===== src/design/page_translate_lru_unit_macros.svh =====
// ----------------------------------------------------------------------------
// Page translation unit: assertion macros
// Wrappers for the concurrent checks of the translation unit. Defining
// ASSERT_OFF compiles them away.
// ----------------------------------------------------------------------------
`ifndef PAGE_TRANSLATE_LRU_UNIT_MACROS_SVH
`define PAGE_TRANSLATE_LRU_UNIT_MACROS_SVH
`ifndef ASSERT_OFF
// Same-cycle implication, checked at every rising edge outside reset.
`define PTL_ASSERT_IMP(label, clk, rst_n, ante, cons) \
	label: assert property (@(posedge clk) disable iff (!rst_n) (ante) |-> (cons)) \
		else $error("page_translate_lru_unit: same-cycle check failed");
// Next-cycle implication, checked at every rising edge outside reset.
`define PTL_ASSERT_NXT(label, clk, rst_n, ante, cons) \
	label: assert property (@(posedge clk) disable iff (!rst_n) (ante) |=> (cons)) \
		else $error("page_translate_lru_unit: next-cycle check failed");
`else
`define PTL_ASSERT_IMP(label, clk, rst_n, ante, cons)
`define PTL_ASSERT_NXT(label, clk, rst_n, ante, cons)
`endif
`endif


===== src/design/ptl_pkg.sv =====
// ----------------------------------------------------------------------------
// Page translation unit package
// Shared constants, register codes, controller/datapath interface types.
// ----------------------------------------------------------------------------
package ptl_pkg;

	// Default sizes of the unit.
	localparam int MAX_PAGES  = 256;
	localparam int MAX_FRAMES = 128;
	localparam int ADDR_BITS  = 32;

	// Width of the saturating access clock and of the page stamps.
	localparam int STAMP_W = 32;

	// Configuration port.
	localparam int CFG_IDX_W    = 2;
	localparam int CFG_DATA_W   = 9;
	localparam int PAGE_SHIFT_W = 5;
	localparam int PAGE_CNT_W   = 9;
	localparam int FRAME_CNT_W  = 8;

	localparam logic [PAGE_SHIFT_W-1:0] PAGE_SHIFT_RST = 5'd8;
	localparam logic [PAGE_CNT_W-1:0]   PAGE_CNT_RST   = 9'd256;
	localparam logic [FRAME_CNT_W-1:0]  FRAME_CNT_RST  = 8'd128;

	localparam logic [PAGE_SHIFT_W-1:0] SHIFT_MIN = 5'd4;
	localparam logic [PAGE_SHIFT_W-1:0] SHIFT_MAX = 5'd16;

	typedef enum logic [CFG_IDX_W-1:0] {
		CFG_PAGE_SHIFT  = 2'd0,
		CFG_PAGE_COUNT  = 2'd1,
		CFG_FRAME_COUNT = 2'd2
	} cfg_idx_t;

	// Commands from the controller to the datapath.
	typedef struct packed {
		logic clear_step;
		logic load_addr;
		logic check;
		logic lookup;
		logic scan_start;
		logic scan_step;
		logic evict;
		logic install;
		logic publish;
	} cmd_t;

	// Status from the datapath to the controller.
	typedef struct packed {
		logic clear_last;
		logic range_err;
		logic hit;
		logic fresh;
		logic scan_done;
	} stat_t;

	function automatic logic [PAGE_SHIFT_W-1:0] clamp_shift(input logic [PAGE_SHIFT_W-1:0] v);
		logic [PAGE_SHIFT_W-1:0] r;
		if (v < SHIFT_MIN) begin
			r = SHIFT_MIN;
		end else if (v > SHIFT_MAX) begin
			r = SHIFT_MAX;
		end else begin
			r = v;
		end
		return r;
	endfunction

endpackage


===== src/design/ptl_ctrl.sv =====
// ----------------------------------------------------------------------------
// Page translation controller
// Runs the reset clear sweep, then sequences one request at a time through check,
// lookup, LRU scan, eviction and install; owns the input ready and output valid.
// ----------------------------------------------------------------------------
module ptl_ctrl (
	input  logic          clk,
	input  logic          arst_n,
	input  logic          in_valid,
	output logic          in_ready,
	output logic          out_valid,
	input  logic          out_ready,
	input  ptl_pkg::stat_t stat,
	output ptl_pkg::cmd_t  cmd
);

	typedef enum logic [7:0] {
		ST_CLEAR   = 8'b0000_0001,
		ST_IDLE    = 8'b0000_0010,
		ST_CHECK   = 8'b0000_0100,
		ST_LOOKUP  = 8'b0000_1000,
		ST_SCAN    = 8'b0001_0000,
		ST_EVICT   = 8'b0010_0000,
		ST_INSTALL = 8'b0100_0000,
		ST_FINISH  = 8'b1000_0000
	} state_t;

	state_t state_q;
	state_t state_d;
	logic   out_valid_q;
	logic   out_free;

	assign out_free = !out_valid_q || out_ready;
	assign in_ready = (state_q == ST_IDLE);
	assign out_valid = out_valid_q;

	always_comb begin
		cmd     = '0;
		state_d = state_q;
		unique case (state_q)
			ST_CLEAR: begin
				cmd.clear_step = 1'b1;
				if (stat.clear_last) begin
					state_d = ST_IDLE;
				end
			end
			ST_IDLE: begin
				if (in_valid) begin
					cmd.load_addr = 1'b1;
					state_d = ST_CHECK;
				end
			end
			ST_CHECK: begin
				cmd.check = 1'b1;
				state_d = stat.range_err ? ST_FINISH : ST_LOOKUP;
			end
			ST_LOOKUP: begin
				cmd.lookup = 1'b1;
				if (stat.hit || stat.fresh) begin
					state_d = ST_FINISH;
				end else begin
					cmd.scan_start = 1'b1;
					state_d = ST_SCAN;
				end
			end
			ST_SCAN: begin
				cmd.scan_step = 1'b1;
				if (stat.scan_done) begin
					state_d = ST_EVICT;
				end
			end
			ST_EVICT: begin
				cmd.evict = 1'b1;
				state_d = ST_INSTALL;
			end
			ST_INSTALL: begin
				cmd.install = 1'b1;
				state_d = ST_FINISH;
			end
			ST_FINISH: begin
				if (out_free) begin
					cmd.publish = 1'b1;
					state_d = ST_IDLE;
				end
			end
			default: begin
				state_d = ST_CLEAR;
			end
		endcase
	end

	always_ff @(posedge clk or negedge arst_n) begin
		if (!arst_n) begin
			state_q     <= ST_CLEAR;
			out_valid_q <= 1'b0;
		end else begin
			state_q <= state_d;
			if (cmd.publish) begin
				out_valid_q <= 1'b1;
			end else if (out_ready) begin
				out_valid_q <= 1'b0;
			end
		end
	end

endmodule


===== config.mk =====
export PLATFORM = sky130hd
export DESIGN_NAME = ptl_ctrl
export DESIGN_NICKNAME = d
export VERILOG_FILES = /design/src/design/page_translate_lru_unit_macros.svh /design/src/design/ptl_pkg.sv /design/src/design/ptl_ctrl.sv
export SDC_FILE = /design/constraint.sdc
export NUM_CORES = 1
export LEC_CHECK = 0
export ABC_CLOCK_PERIOD_IN_PS = 3400
export BUFFER_PORTS_ARGS = -buffer_cell sky130_fd_sc_hd__buf_2
export CAP_MARGIN = 20
export CORE_AREA = 2 2 39 41
export DETAILED_ROUTE_END_ITERATION = 10
export DIE_AREA = 0 0 41 43
export GPL_TIMING_DRIVEN = 0
export PLACE_DENSITY = 0.77
export SLEW_MARGIN = 20
export SYNTH_ARGS = -nofsm -noshare
export SYNTH_HDL_FRONTEND = slang
export SYNTH_SLANG_ARGS = --single-unit

===== constraint.sdc =====
create_clock -name clk -period 3.4 [get_ports clk]
set_clock_uncertainty 0.2 [all_clocks]
set_input_delay 0.51 -clock clk [delete_from_list [all_inputs] [get_ports clk]]
set_output_delay 0.51 -clock clk [all_outputs]
set_load 0.02 [all_outputs]

-- Word level (Yosys, flattened, before mapping)
Cells that the tools add are included.
- word-level logic and storage cells: 39
- bits in registers: 9
- bits of input ports: 9
- reductions and logical operators: 5
- equal/unequal tests: 12
- muxes and demuxes: 20
- operators by type and width (kind ; number):
    $pmux 8 s8 ; 1
    $mux 8 ; 6
    $mux 1 ; 12
    $eq 8x1->1 const B ; 1
    $eq 8x2->1 const B ; 1
    $eq 8x3->1 const B ; 1
    $eq 8x4->1 const B ; 1
    $eq 8x5->1 const B ; 1
    $eq 8x6->1 const B ; 1
    $eq 8x7->1 const B ; 1
    $eq 8x8->1 const B ; 1
    $ne 2x2->1 const B ; 4
    $reduce_and 4->1 ; 1
    $logic_or 1x1->1 ; 2
    $mux 2 ; 1
    $reduce_bool 2->1 ; 1
    $logic_not 1->1 ; 1

-- Logic depth before layout (Yosys ltp)
Gate-level depths: netlist (run 1).
- depth in word-level cells: 5
- depth in mapped cells: 5
- gate-level depth less buffers: 4

-- Worst setup path after synthesis (run 1)
OpenSTA, ideal clock, no wires.
- kind: register -> output
- from: reg state_q[6]
- to: out cmd[2] (netlist bit)
- cell stages (with the launch flop): 5
- path slack: 1018 ps
- required time: 2690 ps
- data arrival time: 1672 ps
- cells stage by stage: dfrtp_1 > buf_2 > nor3_1 > nand2_1 > nor4b_1
- RTL lines (item ; line ; text):
    from (decl) ; ptl_ctrl.sv:28 ; state_t state_q;
    from (signal assigned) ; ptl_ctrl.sv:97 ; state_q <= state_d;
    to (decl) ; ptl_ctrl.sv:14 ; output ptl_pkg::cmd_t cmd

==> flow_summary.json, run 1 <==
{
  "dpl.cell_count": 100,
  "maxCapViolCount": 0,
  "clkSinkCount": 9,
  "path_cells": "or3_4, nor3_4, nor4b_4, and2_1, buf_2",
  "worstSetupStartpointType": "flip-flop",
  "antenna_left": 0,
  "final-instance-count-excl-fill": 105,
  "outcome": "finished, final reports clean",
  "coreArea_um2": 1380,
  "cts_buffer_depth": 2,
  "die-area_um2": 1760,
  "firstDrtPassIters": 3,
  "p_leak_uw": 0.000377,
  "slew_viol_final": 0,
  "synth_edf_count": 0,
  "worstPathRequired_ns": 2.69,
  "grt_pass1_wl_um": 1990,
  "power.total_uw": 360,
  "multi_input_area_um2": 348,
  "synth_largest_area_cell": "dfrtp_1",
  "pwr-share-comb": 0.358,
  "antenna_found_initial": 0,
  "ir_worst_vdd_v": 0.000268,
  "swShare": 0.379,
  "synth_flop_cell": "dfrtp_1",
  "vias_per_cell": 5.36,
  "rsz0062_at_grt": "no",
  "start_util": 0.439,
  "critPathMaxStageDelay_ns": 0.47,
  "p_clk_frac": 0.235,
  "p_seq_frac": 0.407,
  "hold_path_class": "input pin to flip-flop",
  "syn_area_per_cell_um2": 9.36,
  "cpMaxStageDelayCell": "dfrtp_1",
  "clkTransAtPathRegs_ns": 0.07,
  "area_growth_pct": 24.9,
  "cts_buffers": 3,
  "min_period_over_period": 0.762,
  "cp_top_family": "simple AND/OR/NAND/NOR gates",
  "design_area_um2": 759,
  "finalCriticalPeriod_ns": 2.59,
  "hold_violations": 0,
  "worstSkewPairLatency_ns": 0.26,
  "regArea_um2": 226,
  "io_buffer_count": 19,
  "ys_top_cells_by_area": "dfrtp_1 (33%), nand3b_1 (4.9%), dfstp_2 (4.3%)",
  "first_iter_violations": 6,
  "cp.arrival_ns": 1.88,
  "synth_cells": 65,
  "cp_num_buf_inv": 1,
  "drive_gt1_frac": 0.348,
  "routed_wl_um": 1260,
  "tightest_slew_ns": 0.289,
  "ioPinCount": 20,
  "p_int_uw": 224,
  "clock-root-buffer": "clkbuf_4",
  "synth_seq_cells": 9,
  "cts_setup_buffers": 0,
  "finalSetupViolCount": 0,
  "post_dp_cell_area_um2": 723,
  "setup-tns-final_ns": 0,
  "syn_nets": 74,
  "async_reset_ff_frac": 1.00,
  "cts_tree": "done",
  "globalRouteTotalUtil": 0.168,
  "place_hpwl_um": 972,
  "slew_headroom": 0.807,
  "wire_per_inst_um": 12.0,
  "synth_area_um2": 608,
  "n_antenna_cell": 0,
  "power.switching_uw": 137,
  "power_density_nw_per_um2": 474,
  "post-route-drc-count": 0,
  "synth.most_common_cell": "dfrtp_1",
  "fp.dieW_um": 41,
  "ys.warnings.count": 0,
  "grt_pass1_vias": 491,
  "nets": 99,
  "grt_overflow_total": 0,
  "max_freq_ghz": 0.386,
  "fillers": 146,
  "ys_top_cells_by_count": "dfrtp_1 (8), nor2_1 (5), nand2_1 (4), nand3b_1 (4), nor3_1 (4)",
  "row_count": 14,
  "grt_max_degree": 11,
  "crit_fanout": 9,
  "vias": 563,
  "htreeDepth": 1,
  "finalWeightedCongestion": 0.821,
  "yosysSeqAreaShare": 0.372,
  "worst_setup_path_end_kind": "output port",
  "critPathKind": "flip-flop to output port",
  "synth_top_area_share": 0.329,
  "fp.dieH_um": 43,
  "synth_cell_type_count": 31
}
## worst paths after layout
| path | startpoint | endpoint | slack [ns] | cells after the start |
|---|---|---|---|---|
| setup reg to reg | state_q[5] | state_q[2] | 1.68 | 4 |
| max in group asynchronous | arst_n | state_q[0] | 2.33 | 2 |
| hold / removal | stat[4] | state_q[0] | 0.19 | 2 |
| setup / recovery | state_q[5] | cmd[7] | 0.81 | 5 |
| min in group asynchronous | arst_n | state_q[4] | 0.42 | 2 |
| hold reg to reg | out_valid | out_valid | 0.37 | 2 |
## final cells by class
type | count | area share
clock buffer | 4 | 0.0346
multi-input combinational | 50 | 0.458
tap | 16 | 0.0264
sequential | 9 | 0.298
timing repair buffer | 20 | 0.138
inverter | 2 | 0.00988
buffer | 4 | 0.0346
## state kept, by name, summed over array words and instances, names as in the netlist
| register | flops |
|---|---|
| out_valid | 1 |
| state_q | 8 |
## logic make-up (layout without fill, tap and decap cells)
family | after synthesis | in the layout | synth area share
AND/OR/NAND/NOR | 37 | 37 | 0.420
flip-flops | 9 | 9 | 0.372
XOR/XNOR | 2 | 2 | 0.0288
buffers and inverters | 6 | 30 | 0.0556
AO/OA/AOI/OAI | 11 | 11 | 0.123
## placed cells by master (no fill, tap or decap), drive strengths merged
cell         instances
xor2                 2
nor4b                4
and2                 3
nor2b                2
o21ai                3
clkbuf               4
buf                 23
a211oi               2
o22a                 1
o211ai               1
or2b                 1
nor4                 1
nor3b                1
a21oi                1
and4                 1
dfstp                1
nor2                 5
a21o                 1
o221ai               1
inv                  2
nand2b               2
nor3                 6
or3                  1
dfrtp                8
o21a                 1
nand3                2
nand3b               4
nand2                4
dlygate4sd3          1
## through the flow
step	setup slack, ns	hold WS, ns	util
after floorplan	1.02	0.0144	-
after global placement	1.11	0.176	0.523
after detailed placement	1.08	0.181	0.523
after CTS	0.794	0.187	0.549
after global routing	0.709	0.192	0.549
final	0.810	0.188	0.549
## power groups by stage
stage | registers, uW | logic, uW | clock network (uW)
after global placement | 148 | 127 | 0
after floorplan | 144 | 96.9 | 0
after global routing | 149 | 142 | 94.3
final | 147 | 129 | 84.7
after detailed placement | 147 | 130 | 0
after CTS | 146 | 131 | 88.0
## routing by layer
layer	wire length, um	track usage	vias up
li1	-	-	280
met1	560	0.195	263
met2	603	0.259	15
met3	61	0.0314	5
met4	38	0.120	0
met5	0	0	-
## what timing repair did
action	in CTS	in global routing
hold buffers	1	0
hold endpoints to repair	8	0
gates resized for setup	0	0
No activity file was read; power rests on OpenSTA's default activity.
==> inputs of run 2 (changes only) <==
ABC_CLOCK_PERIOD_IN_PS = 2400   (was 3400)
clock period = 2.4 ns   (was 3.4 ns; I/O delays follow)
==> flow_summary.json, run 2 (synthesis gave the netlist of run 1 again) <==
{
  "post_dp_cell_area_um2": 723,
  "vias_per_cell": 5.42,
  "reg2reg_slack_ns": 0.68,
  "worst_setup_path_end_kind": "output port",
  "rsz0062_at_grt": "yes",
  "critPathKind": "flip-flop to output port",
  "largest_reg_flops": 8,
  "final-instance-count-excl-fill": 106,
  "clkTransAtPathRegs_ns": 0.06,
  "nets": 100,
  "first_iter_violations": 5,
  "cp.arrival_ns": 1.87,
  "fin_ws_ns": -0.0256,
  "critPathMostFrequentCell": "buf_6",
  "dp_slack_ns": 0.232,
  "tightest_slew_ns": 0.293,
  "grt_pass1_wl_um": 2000,
  "dpl.cell_count": 100,
  "fp.dieH_um": 43,
  "die-area_um2": 1760,
  "cts_buffers": 3,
  "drive_gt1_frac": 0.378,
  "grt_max_degree": 11,
  "htreeDepth": 1,
  "cts_tree": "done",
  "io_buffer_count": 19,
  "area_growth_pct": 28.6,
  "ioPinCount": 20,
  "place_hpwl_um": 972,
  "slew_headroom": 0.804,
  "clkSinkCount": 9,
  "cp_num_buf_inv": 2,
  "antenna_left": 0,
  "worstSkewPairLatency_ns": 0.26,
  "vias": 575,
  "hold_path_class": "input pin to flip-flop",
  "antenna_found_initial": 0,
  "cts_buffer_depth": 2,
  "critPathMaxStageDelay_ns": 0.38,
  "maxCapViolCount": 0,
  "finalWeightedCongestion": 0.821,
  "grt_overflow_total": 0,
  "clock-root-buffer": "clkbuf_4",
  "min_period_over_period": 1.01,
  "routed_wl_um": 1290,
  "fp.dieW_um": 41,
  "p_seq_frac": 0.398,
  "firstDrtPassIters": 2,
  "coreArea_um2": 1380,
  "crit_fanout": 9,
  "globalRouteTotalUtil": 0.169,
  "worstPathRequired_ns": 1.84,
  "swShare": 0.377,
  "hold_violations": 0,
  "worstSetupStartpointType": "flip-flop",
  "p_int_uw": 325,
  "layout_commonest_cell": "buf_2",
  "n_antenna_cell": 0,
  "power_density_nw_per_um2": 668,
  "top_register": "state_q",
  "cp_top_family": "simple AND/OR/NAND/NOR gates",
  "power.switching_uw": 197,
  "pwr-share-comb": 0.374,
  "violations": "setup timing",
  "cpMaxStageDelayCell": "dfrtp_1",
  "post-route-drc-count": 0,
  "p_leak_uw": 0.000381,
  "layout_common_cells": "buf_2 (20), dfrtp_1 (7), nor2_1 (5)",
  "design_area_um2": 782,
  "outcome": "finished with violations",
  "path_cells": "buf_6, or3_4, nor3_4, nor4b_4, and2_1, buf_6",
  "row_count": 14,
  "slew_viol_final": 0,
  "p_clk_frac": 0.228,
  "finalSetupViolCount": 1,
  "grt_pass1_vias": 498,
  "ir_worst_vdd_v": 0.000406,
  "wire_per_inst_um": 12.2,
  "fin_hold_ws_ns": 0.0406,
  "start_util": 0.439,
  "max_freq_ghz": 0.412,
  "finalCriticalPeriod_ns": 2.43
}
## run 2: cell count changes in the layout (fill, tap and decap cells not counted)
cell | before | now
buf_2 | 22 | 20
buf_4 | 0 | 2
buf_6 | 1 | 2
dfrtp_1 | 8 | 7
dfrtp_2 | 0 | 1
nor3b_1 | 1 | 0
nor3b_2 | 0 | 1
## run 2: cell type report
class	count	area [um^2]
clock buffer	4	26.3
multi-input combinational	50	353
timing repair buffer	21	121
tap	16	20.0
buffer	4	26.3
inverter	2	7.51
fill	143	602
sequential	9	228
## run 2: final timing paths
kind / from / endpoint / cells past startpoint
max: state_q[4] / cmd[7] / 6
max in group asynchronous: arst_n / state_q[0] / 2
min: stat[4] / state_q[0] / 2
min reg2reg: state_q[5] / state_q[4] / 1
max reg2reg: state_q[4] / state_q[2] / 5
min in group asynchronous: arst_n / state_q[4] / 2
## run 2: power by group through the flow
stage | logic (uW) | registers [uW] | clock network [uW]
finish | 196 | 208 | 119
global route | 213 | 210 | 134
CTS | 189 | 207 | 125
detailed placement | 184 | 209 | 0
global placement | 181 | 209 | 0
floorplan | 137 | 203 | 0
## run 2: metrics by stage
| step | power, uW | TNS [ns] | utilization |
|---|---|---|---|
| final | 522 | -0.0256 | 0.565 |
| after global routing | 557 | -0.225 | 0.565 |
| after CTS | 520 | -0.0336 | 0.554 |
| after detailed placement | 393 | 0 | 0.523 |
| after global placement | 390 | 0 | 0.523 |
| after floorplan | 341 | 0 | - |
## run 2: per-layer routing
layer | part of all wire | up-vias | routed length, um | track usage
li1 | - | 283 | - | -
met1 | 0.45 | 272 | 581 | 0.198
met2 | 0.47 | 15 | 612 | 0.259
met3 | 0.047 | 5 | 61 | 0.0314
met4 | 0.029 | 0 | 38 | 0.120
met5 | 0 | - | 0 | 0
## run 2: what timing repair did
item                                    in CTS  in global routing
resized for setup                            3                  2
hold buffers                                 1                  0
buffers inserted                             0                  1
endpoints found under the setup margin       1                  5
pin swaps                                    0                  0
hold endpoints to repair                     9                  0
==> inputs of run 3 (changes only) <==
SETUP_SLACK_MARGIN = 0.3   (was not set)
==> flow_summary.json, run 3 (synthesis gave the netlist of run 1 again) <==
{
  "cts_tree": "done",
  "ir_worst_vdd_v": 0.000671,
  "globalRouteTotalUtil": 0.199,
  "crit_fanout": 2,
  "cpMaxStageDelayCell": "dfrtp_1",
  "p_seq_frac": 0.333,
  "antenna_found_initial": 0,
  "fin_util": 0.751,
  "regArea_um2": 229,
  "cp_num_buf_inv": 2,
  "firstDrtPassIters": 7,
  "clkSinkCount": 9,
  "power.total_uw": 638,
  "place_hpwl_um": 956,
  "critPathKind": "flip-flop to output port",
  "io_buffer_count": 19,
  "max_freq_ghz": 0.420,
  "clock-root-buffer": "clkbuf_4",
  "routed_wl_um": 1880,
  "top_register": "state_q",
  "rsz0062_at_grt": "yes",
  "final-instance-count-excl-fill": 121,
  "post-route-drc-count": 0,
  "p_leak_uw": 0.000477,
  "layout_commonest_cell": "buf_4",
  "dp_slack_ns": 0.239,
  "antenna_left": 0,
  "drive_gt1_frac": 0.581,
  "worst_setup_path_end_kind": "output port",
  "power.switching_uw": 245,
  "grt_max_degree": 11,
  "worstPathRequired_ns": 1.84,
  "cp.arrival_ns": 1.82,
  "cp_top_family": "simple AND/OR/NAND/NOR gates",
  "fin_hold_ws_ns": 0.0361,
  "multi_input_area_um2": 427,
  "layout_common_cells": "buf_4 (19), buf_6 (10), buf_2 (9)",
  "nets": 115,
  "grt_pass1_wl_um": 2370,
  "coreArea_um2": 1380,
  "finalCriticalPeriod_ns": 2.38,
  "vias_per_cell": 5.46,
  "fp.dieW_um": 41,
  "swShare": 0.384,
  "path_cells": "buf_6, or3_4, nor3_4, nor4b_4, and2_4, buf_6",
  "p_int_uw": 393,
  "cts_buffer_depth": 2,
  "finalSetupViolCount": 0,
  "first_iter_violations": 10,
  "grtUsageMet3": 0.0681,
  "n_antenna_cell": 0,
  "met1_usage": 0.258,
  "hold_path_class": "input pin to flip-flop",
  "met2_usage": 0.288,
  "largest_reg_flops": 8,
  "row_count": 14,
  "finalWeightedCongestion": 0.806,
  "busiest_layer": "met2",
  "min_period_over_period": 0.991,
  "fin_ws_ns": 0.0217,
  "die-area_um2": 1760,
  "htreeDepth": 1,
  "cts_buffers": 3,
  "fillers": 103,
  "clkTransAtPathRegs_ns": 0.06,
  "slew_viol_final": 0,
  "fp.dieH_um": 43,
  "wire_per_inst_um": 15.5,
  "worstSkewPairLatency_ns": 0.27,
  "power_density_nw_per_um2": 614,
  "worstSetupStartpointType": "flip-flop",
  "area_growth_pct": 71.0,
  "grt_pass1_vias": 559,
  "tightest_slew_ns": 0.273,
  "start_util": 0.439,
  "maxCapViolCount": 0,
  "slew_headroom": 0.818,
  "critPathMostFrequentCell": "buf_6",
  "dpl.cell_count": 100,
  "outcome": "finished, final reports clean",
  "pwr-share-comb": 0.473,
  "p_clk_frac": 0.194,
  "ioPinCount": 20,
  "critPathMaxStageDelay_ns": 0.37,
  "hold_violations": 0,
  "grt_overflow_total": 0,
  "vias": 661
}
## run 3: cell types whose count changed in the layout (fill, tap and decap cells not counted), moves of 2 or more
cell and delta:
buf_4 +17, buf_2 -11, buf_6 +8, nor3_1 -3, nand3_1 -2, nor3_4 +2
nor4b_1 -2
## run 3: power groups by stage
| stage | Sequential [uW] | Clock, uW | Combinational (uW) |
|---|---|---|---|
| 6_report | 213 | 124 | 302 |
| 5_1_grt | 214 | 135 | 320 |
| 4_1_cts | 207 | 124 | 221 |
| 3_5_place_dp | 209 | 0 | 185 |
| 3_3_place_gp | 209 | 0 | 183 |
| 2_1_floorplan | 203 | 0 | 140 |
## run 3: layout make-up
type,instances,share of cell area
inverter,2,0.00722
sequential,9,0.220
timing repair buffer,36,0.278
multi-input combinational,50,0.410
buffer,4,0.0397
tap,16,0.0193
clock buffer,4,0.0253
## run 3: per-layer routing
metal	share of wire	vias up	wire, um
li1	-	318	-
met1	0.40	309	758
met2	0.50	27	944
met3	0.062	7	116
met4	0.032	0	60
met5	0	-	0
## run 3: worst paths after layout
| kind | start | to | slack, ns | cells after the start |
|---|---|---|---|---|
| min in group asynchronous | arst_n | state_q[5] | 0.26 | 2 |
| max | state_q[3] | cmd[7] | 0.02 | 6 |
| min reg2reg | out_valid | out_valid | 0.37 | 2 |
| max in group asynchronous | arst_n | state_q[0] | 1.49 | 2 |
| max reg2reg | state_q[3] | state_q[2] | 0.61 | 6 |
| min | stat[4] | state_q[0] | 0.04 | 2 |
## run 3: repair_timing
item                       CTS  global route
hold endpoints to repair     9             0
cloned                       0             0
pin swaps                    6            10
resized for setup           13            28
setup endpoints to repair    7            10
hold buffers                 1             0
setup buffers                7             9
## run 3: per-stage QoR
step / area (um^2) / setup TNS [ns]
detailed placement: 726 / 0
CTS: 862 / -0.0110
floorplan: 611 / 0
global route: 1040 / -0.0460
finish: 1040 / 0
global placement: 726 / 0
